[src/sv/dhoat_pkg.sv]
// Package: shared types and codes for the double-hash open-address table.
`timescale 1ns / 1ps
package dhoat_pkg;

  localparam int CMD_BITS    = 2;
  localparam int KEY_W       = 31;
  localparam int STATUS_BITS = 2;
  localparam int SLOT_W      = 6;
  localparam int SIZE_BITS   = 7;

  localparam logic [CMD_BITS-1:0] CMD_CLEAR  = 2'd0;
  localparam logic [CMD_BITS-1:0] CMD_INSERT = 2'd1;
  localparam logic [CMD_BITS-1:0] CMD_SEARCH = 2'd2;
  localparam logic [CMD_BITS-1:0] CMD_UNUSED = 2'd3;

  localparam logic [STATUS_BITS-1:0] ST_OK       = 2'd0;
  localparam logic [STATUS_BITS-1:0] ST_NOTFOUND = 2'd1;
  localparam logic [STATUS_BITS-1:0] ST_FULL     = 2'd2;

  typedef struct packed {
    logic [CMD_BITS-1:0] command;
    logic [KEY_W-1:0]    key;
  } in_item_t;

  typedef struct packed {
    logic [STATUS_BITS-1:0] status;
    logic [SLOT_W-1:0]      slot;
  } out_item_t;

  typedef enum logic [2:0] {
    BK_IDLE, BK_CLEAR, BK_DIV, BK_READ, BK_WAIT, BK_CHECK, BK_OUT
  } bk_state_t;

endpackage

[src/sv/dhoat_ram.sv]
// Generic single-port-write, registered-read RAM.
`timescale 1ns / 1ps
module dhoat_ram #(
  parameter int WIDTH = 32,
  parameter int DEPTH = 64
) (
  input  logic                     clk,
  input  logic                     we,
  input  logic [$clog2(DEPTH)-1:0] waddr,
  input  logic [WIDTH-1:0]         wdata,
  input  logic [$clog2(DEPTH)-1:0] raddr,
  output logic [WIDTH-1:0]         rdata
);
  logic [WIDTH-1:0] mem [DEPTH];

  always_ff @(posedge clk) begin
    if (we) begin
      mem[waddr] <= wdata;
    end
    rdata <= mem[raddr];
  end
endmodule

[src/sv/dhoat_front.sv]
// Front end: two-entry queue of accepted commands ahead of the probe engine.
`timescale 1ns / 1ps
module dhoat_front import dhoat_pkg::*; (
  input  logic     clk,
  input  logic     rst,
  input  logic     in_valid,
  output logic     in_stall,
  input  in_item_t in_data,
  output logic     q_valid,
  input  logic     q_pop,
  output in_item_t q_data
);
  in_item_t   buf0, buf1;
  logic [1:0] count;
  logic       push;

  assign in_stall = (count == 2'd2);
  assign push     = in_valid && !in_stall;
  assign q_valid  = (count != 2'd0);
  assign q_data   = buf0;

  always_ff @(posedge clk) begin
    if (rst) begin
      count <= 2'd0;
    end else begin
      count <= count + {1'b0, push} - {1'b0, q_pop};
    end
    if (q_pop) begin
      buf0 <= (count == 2'd2) ? buf1 : in_data;
      if (push) begin
        if (count == 2'd2) buf1 <= in_data;
      end
    end else if (push) begin
      if (count == 2'd0) buf0 <= in_data;
      else               buf1 <= in_data;
    end
  end

`ifndef SYNTHESIS
  a_no_overflow: assert property (@(posedge clk) disable iff (rst)
    count != 2'd3) else $error("queue count overflow");
  a_pop_valid: assert property (@(posedge clk) disable iff (rst)
    q_pop |-> q_valid) else $error("pop from empty queue");
  a_count_step: assert property (@(posedge clk) disable iff (rst)
    (push && !q_pop) |=> count == $past(count) + 2'd1) else $error("push lost");
`endif
endmodule

[src/sv/dhoat_back.sv]
// Back end: iterative remainders, probe loop, clearing and result register.
`timescale 1ns / 1ps
module dhoat_back import dhoat_pkg::*; #(
  parameter int CAPACITY = 64
) (
  input  logic                 clk,
  input  logic                 rst,
  input  logic [SIZE_BITS-1:0] table_size,
  input  logic                 q_valid,
  output logic                 q_pop,
  input  in_item_t             q_data,
  output logic                 out_valid,
  input  logic                 out_stall,
  output out_item_t            out_data,
  output logic                 busy
);
  localparam int AW = $clog2(CAPACITY);
  localparam int MW = AW + 1;

  bk_state_t state, state_next;
  in_item_t  cur;
  logic [MW-1:0]   m, m1, probes;
  logic [MW-1:0]   rem_a, rem_b;
  logic [5:0]      bitn;
  logic [AW-1:0]   pos, step;
  logic [CAPACITY-1:0] used;
  logic [KEY_W-1:0] rdata;
  out_item_t       res;
  logic            res_valid;
  logic            ram_we;
  logic [MW:0]     ta, tb, sum;
  logic [MW-1:0]   m_eff;

  always_comb begin
    if (table_size < SIZE_BITS'(2)) m_eff = MW'(2);
    else if ({1'b0, table_size} > 8'(CAPACITY)) m_eff = MW'(CAPACITY);
    else m_eff = MW'(table_size);
  end

  // one restoring-division bit per cycle for both moduli
  assign ta  = {rem_a, cur.key[bitn[4:0]]};
  assign tb  = {rem_b, cur.key[bitn[4:0]]};
  assign sum = {1'b0, pos} + {1'b0, step};

  assign ram_we = (state == BK_CHECK) && (cur.command == CMD_INSERT) && !used[pos];

  dhoat_ram #(.WIDTH(KEY_W), .DEPTH(CAPACITY)) u_keys (
    .clk(clk), .we(ram_we), .waddr(pos), .wdata(cur.key),
    .raddr(pos), .rdata(rdata));

  assign out_valid = res_valid;
  assign out_data  = res;
  assign busy      = (state != BK_IDLE) || res_valid;
  assign q_pop     = (state == BK_IDLE) && q_valid && !res_valid;

  always_comb begin
    state_next = state;
    case (state)
      BK_IDLE:  if (q_pop) state_next = (q_data.command == CMD_CLEAR) ? BK_CLEAR :
                  (q_data.command == CMD_INSERT || q_data.command == CMD_SEARCH) ?
                  BK_DIV : BK_OUT;
      BK_CLEAR: state_next = BK_OUT;
      BK_DIV:   if (bitn == 6'd0) state_next = BK_READ;
      BK_READ:  state_next = BK_WAIT;
      BK_WAIT:  state_next = BK_CHECK;
      BK_CHECK: begin
        if (!used[pos]) state_next = BK_OUT;
        else if (cur.command == CMD_SEARCH && rdata == cur.key) state_next = BK_OUT;
        else if (probes == m - MW'(1)) state_next = BK_OUT;
        else state_next = BK_WAIT;
      end
      BK_OUT:   state_next = BK_IDLE;
      default:  state_next = BK_IDLE;
    endcase
  end

  always_ff @(posedge clk) begin
    if (rst) begin
      state     <= BK_IDLE;
      res_valid <= 1'b0;
      used      <= '0;
    end else begin
      state <= state_next;
      if (res_valid && !out_stall) res_valid <= 1'b0;
      case (state)
        BK_IDLE: if (q_pop) begin
          cur      <= q_data;
          m        <= m_eff;
          m1       <= m_eff - MW'(1);
          rem_a    <= '0;
          rem_b    <= '0;
          bitn     <= 6'(KEY_W - 1);
          probes   <= '0;
          res      <= '{status: ST_OK, slot: '0};
        end
        BK_CLEAR: used <= '0;
        BK_DIV: begin
          rem_a <= (ta >= {1'b0, m})  ? MW'(ta - {1'b0, m})  : ta[MW-1:0];
          rem_b <= (tb >= {1'b0, m1}) ? MW'(tb - {1'b0, m1}) : tb[MW-1:0];
          bitn  <= bitn - 6'd1;
        end
        BK_READ: begin
          pos  <= rem_a[AW-1:0];
          step <= AW'(rem_b + MW'(1));
          res  <= '{status: (cur.command == CMD_INSERT) ? ST_FULL : ST_NOTFOUND,
                    slot: '0};
        end
        BK_CHECK: begin
          if (cur.command == CMD_INSERT && !used[pos]) begin
            used[pos] <= 1'b1;
            res <= '{status: ST_OK, slot: SLOT_W'(pos)};
          end else if (cur.command == CMD_SEARCH && used[pos] && rdata == cur.key) begin
            res <= '{status: ST_OK, slot: SLOT_W'(pos)};
          end
          probes <= probes + MW'(1);
          pos <= (sum >= {1'b0, m}) ? AW'(sum - {1'b0, m}) : AW'(sum);
        end
        BK_OUT: res_valid <= 1'b1;
        default: ;
      endcase
    end
  end

`ifndef SYNTHESIS
  a_pos_range: assert property (@(posedge clk) disable iff (rst)
    state == BK_CHECK |-> {1'b0, pos} < m) else $error("probe outside table");
  a_out_hold: assert property (@(posedge clk) disable iff (rst)
    res_valid && out_stall |=> res_valid && $stable(res)) else $error("result dropped");
  a_pop_idle: assert property (@(posedge clk) disable iff (rst)
    q_pop |-> !res_valid) else $error("pop while result pending");
`endif
endmodule

[src/sv/double_hash_open_address_table.sv]
// Top level: double-hash open-address table, front queue plus probe engine.
// Operation: clear empties the table; insert/search run one 31-step
//   remainder pass, then up to m probes through the key RAM.
// Ordering: one command at a time in the probe engine; a new one starts
//   only after the last result has been taken by the receiver.
// Reset (rst, synchronous): table empty, table_size = 31, queue flushed.
`timescale 1ns / 1ps
module double_hash_open_address_table import dhoat_pkg::*; #(
  parameter int CAPACITY = 64
) (
  input  logic                 clk,
  input  logic                 rst,
  input  logic                 in_valid,
  output logic                 in_stall,
  input  in_item_t             in_data,
  output logic                 out_valid,
  input  logic                 out_stall,
  output out_item_t            out_data,
  input  logic                 cfg_valid,
  output logic                 cfg_ready,
  input  logic [SIZE_BITS-1:0] cfg_data
);
  logic [SIZE_BITS-1:0] table_size;
  logic     q_valid, q_pop, busy;
  in_item_t q_data;

  // size register; writes only land while idle
  assign cfg_ready = !busy && !q_valid;
  always_ff @(posedge clk) begin
    if (rst) begin
      table_size <= SIZE_BITS'(31);
    end else if (cfg_valid && cfg_ready) begin
      table_size <= cfg_data;
    end
  end

  dhoat_front u_front (
    .clk(clk), .rst(rst), .in_valid(in_valid), .in_stall(in_stall),
    .in_data(in_data), .q_valid(q_valid), .q_pop(q_pop), .q_data(q_data));

  dhoat_back #(.CAPACITY(CAPACITY)) u_back (
    .clk(clk), .rst(rst), .table_size(table_size), .q_valid(q_valid),
    .q_pop(q_pop), .q_data(q_data), .out_valid(out_valid),
    .out_stall(out_stall), .out_data(out_data), .busy(busy));

`ifndef SYNTHESIS
  a_busy_out: assert property (@(posedge clk) disable iff (rst)
    out_valid |-> busy) else $error("result without work");
  a_rst_size: assert property (@(posedge clk)
    $past(rst) |-> table_size == SIZE_BITS'(31)) else $error("size reset");
  a_cfg_hold: assert property (@(posedge clk) disable iff (rst)
    !cfg_valid |=> $stable(table_size)) else $error("size changed");
`endif
endmodule

[config.mk]
export PLATFORM = sky130hd
export DESIGN_NAME = double_hash_open_address_table
export DESIGN_NICKNAME = d
export VERILOG_FILES = /design/src/sv/dhoat_pkg.sv /design/src/sv/dhoat_ram.sv /design/src/sv/dhoat_front.sv /design/src/sv/dhoat_back.sv /design/src/sv/double_hash_open_address_table.sv
export SDC_FILE = /design/constraint.sdc
export NUM_CORES = 2
export LEC_CHECK = 0
export BUFFER_PORTS_ARGS = -buffer_cell sky130_fd_sc_hd__buf_2
export CAP_MARGIN = 15
export CORE_UTILIZATION = 50
export CTS_BUF_LIST = sky130_fd_sc_hd__clkbuf_8 sky130_fd_sc_hd__clkbuf_16
export DETAILED_ROUTE_END_ITERATION = 10
export PLACE_DENSITY = 0.65
export SKIP_CTS_REPAIR_TIMING = 1
export SLEW_MARGIN = 5
export SYNTH_ARGS = -nofsm -noshare
export SYNTH_HDL_FRONTEND = slang
export SYNTH_HIERARCHICAL = 1
export SYNTH_SLANG_ARGS = --single-unit
[constraint.sdc]
create_clock -name clk -period 6.6 [get_ports clk]
set_clock_uncertainty 0.15 [all_clocks]
set_input_delay 0.66 -clock clk [delete_from_list [all_inputs] [get_ports clk]]
set_output_delay 0.66 -clock clk [all_outputs]
set_load 0.005 [all_outputs]
==> run metrics <==
Placed Area=around 92,000 um^2; initial antenna violation count=14; Peak VDD IR=approximately 0.32 mV; Main synth FF type=edfxtp_1; Die Ht=roughly 420 um; max-cap viol count=0; first-pass GRT wire length=between 300,000 and 400,000 um; critical path arrival=approximately 5700 ps; Final #Nets=4,732; Synth Register Bits=2,252; maximum number of pins on one net before global-route repair=109; Pre-antenna DRT Iters=5; WL per Instance=30.2 um; Setup TNS=0 ps; Syn-to-layout area delta=13.5%; worst-path fanout max=31; top-count cell post-synth=edfxtp_1; Core Rows=153; Yosys cell types=67; CTS tree=done; Final Util=57.3%; Peak Freq=approximately 190 MHz; critical-path cell list=buf_4 -> nor3b_1 -> a311oi_1 -> a2bb2oi_1 -> o22ai_1 -> or4_2 -> nor2_1 -> nor2b_1 -> nand2_1 -> buf_4 -> nor2_4 -> buf_12; Synth Instances=4,390; Clock transition at path regs=60 ps; Clock Sinks=2,252; Slew Limit Headroom=just under 20%; RSZ-0062 raised after global routing=false; CP Launch Type=flop; Ports=56; CP Capture Type=flop; GRT Total Usage=between 20% and 30%; hpwl dp=roughly 120,000 um; Root Buffer=clkbuf_16; Starting Density=about 51%; Worst-Skew Late Latency=870 ps; Num CTS Buffers=220; Die ar.=178,000 um^2; critical path's top delay family=simple AND/OR/NAND/NOR gates; CTS max path bufs=3; 1st-iter DRT viols=approximately 5,400; remaining global-route overflow=0; Final Hold Vio Count=0; vias in the first global route=43,511; mux contribution to synthesized area=15.0%; Buffers & Inverters on Critical Path=3; largest family of logic cells by synthesized area=multiplexers; Pleak=32.7 nW; Synth Area in Compound Gates=around 4.0%; H-tree lvl count=4; GPL Wtd Cong=~0.86; synth top area cells=edfxtp_1 (73%), mux4_2 (11%), mux2i_1 (3.6%), dfxtp_1 (2.5%), a22oi_1 (0.89%); ANT nets after route=0; Die X-Extent=approximately 420 um; finished layout cell area=between 90,000 and 100,000 um^2; asr flop ratio synth=0%; Synth top area share=between 70 and 80%; Syn Area/Cell=about 20 um^2; data required time of the worst path=between 6000 and 7000 ps; Crit-path slowest cell=edfxtp_1; minimum clock period after layout=~5400 ps; DR vias=between 40,000 and 50,000; P per Cell Area=around 330 nW/um^2; WL final=about 220,000 um; Slew @ Worst Pin=roughly 1200 ps; register area share after synthesis=between 70% and 80%; Post-Syn Nets=roughly 4,500; slowest stage delay, CP=940 ps; core area=174,000 um^2; Commonest cells post-synth=edfxtp_1 (2,144), mux4_2 (418), mux2i_1 (316); adder-cell area share of the yosys netlist=less than 1%; most used cell, CP=buf_4; Post-Synth Simple-Gate Area=under 10%; synthesized area=approximately 88,000 um^2; Synthesis Warnings=6; Post-Synth XOR/XNOR Area=0.672%; crit path kind=flop to flop; Fill cells=about 13,000; EDFF count, synth=between 2,000 and 2,500; Slew Viols, Final=0; vias per inst=6.21; Setup Viol. Count Final=0; DRC viols=0; status=finished clean; ratio of cells with drive above 1 in the final layout=approximately 23%; Yosys top cell by area=edfxtp_1; Hold Path Class=input pin to flop; IO Port Bufs=55; Tcrit/Tclk final=around 81%
final timing paths:
kind	startpoint	depth (start not counted)	slack (ps)	end
setup reg to reg	u_back/pos[0]	12	1240	u_back/u_keys/mem[18][17]
setup / recovery	u_back/pos[0]	12	1240	u_back/u_keys/mem[18][17]
hold reg to reg	u_front/q_data[1]	0	260	u_back/cur[1]
hold / removal	rst	2	100	u_front/count[1]
routing by layer:
metal	vias to the layer above	GRT usage [%]	part of all wire, %
met1	23494	35.8	42
met3	300	5.28	9.5
met5	-	0	0.018
met2	2087	36.6	46
li1	18665	-	-
met4	6	7.08	2.7
cell type report:
| cell class | count | area (um^2) | area share, % |
|---|---|---|---|
| Multi-Input combinational cell | 1839 | 20600 | 20.7 |
| Antenna cell | 7 | 17.5 | 0.0175 |
| Sequential cell | 2252 | 66500 | 66.6 |
| Timing Repair Buffer | 291 | 2410 | 2.41 |
| Inverter | 43 | 161 | 0.162 |
| Clock buffer | 228 | 5650 | 5.65 |
| Tap cell | 2325 | 2910 | 2.91 |
| Clock inverter | 186 | 1580 | 1.58 |
layout by cell type (no fill, tap or decap), drive strengths merged, types with 9 or more instances in the layout:
cell,n
o21a,71
and2,9
and3,31
or2,9
dlygate4sd3,41
xor2,27
mux2,42
mux2i,316
nor2,137
xnor2,38
o31ai,27
ha,36
o22ai,88
nand2b,21
nand2,40
a21o,29
nor3,20
mux4,419
a21oi,25
buf,249
clkinv,110
nand3b,10
a31oi,55
o21ai,80
dfxtp,108
a22oi,104
bufinv,20
clkbuf,229
edfxtp,2144
nor2b,22
nand4,11
inv,91
nor4,73
nand3,27
cell families (layout without fill, tap and decap cells):
logic type | count (synthesis) | count (layout)
DFF | 2252 | 2252
muxes | 777 | 777
AOI/OAI and AO/OA | 525 | 525
and+or+nand+nor | 431 | 431
buffers and inverters | 299 | 748
xor gates and xnor gates | 66 | 66
adders and majority gates | 40 | 40
other | 0 | 7
flip-flops by register name, summed over array words and instances (netlist names), 6 cells and up:
| name | cells |
|---|---|
| u_front/q_data | 33 |
| u_back/u_keys/mem | 1984 |
| u_back/rem_b | 7 |
| u_back/bitn | 6 |
| u_back/cur | 33 |
| u_back/out_data | 8 |
| table_size | 7 |
| u_back/probes | 7 |
| u_back/m | 7 |
| u_back/rem_a | 7 |
| u_back/pos | 6 |
| u_back/step | 6 |
| u_back/m1 | 7 |
| u_back/used | 64 |
| u_front/buf1 | 33 |
| u_back/u_keys/rdata | 31 |
where the power goes:
group          switching [mW]  internal [mW]
combinational            2.48           1.05
clock                    5.38           7.00
sequential              0.251           16.8
total                    8.11           24.8
metrics by stage:
stage	power, mW	std cells	hold WS (ps)	worst slack, ps
2_1_floorplan	19.3	4390	250	890
3_3_place_gp	20.7	6707	250	1190
3_5_place_dp	20.8	6708	255	1210
4_1_cts	33.1	7122	-210	1170
5_1_grt	33.9	7164	111	918
6_report	32.9	7171	97.6	1240
Note: power is estimated with default switching activity, not from simulation.
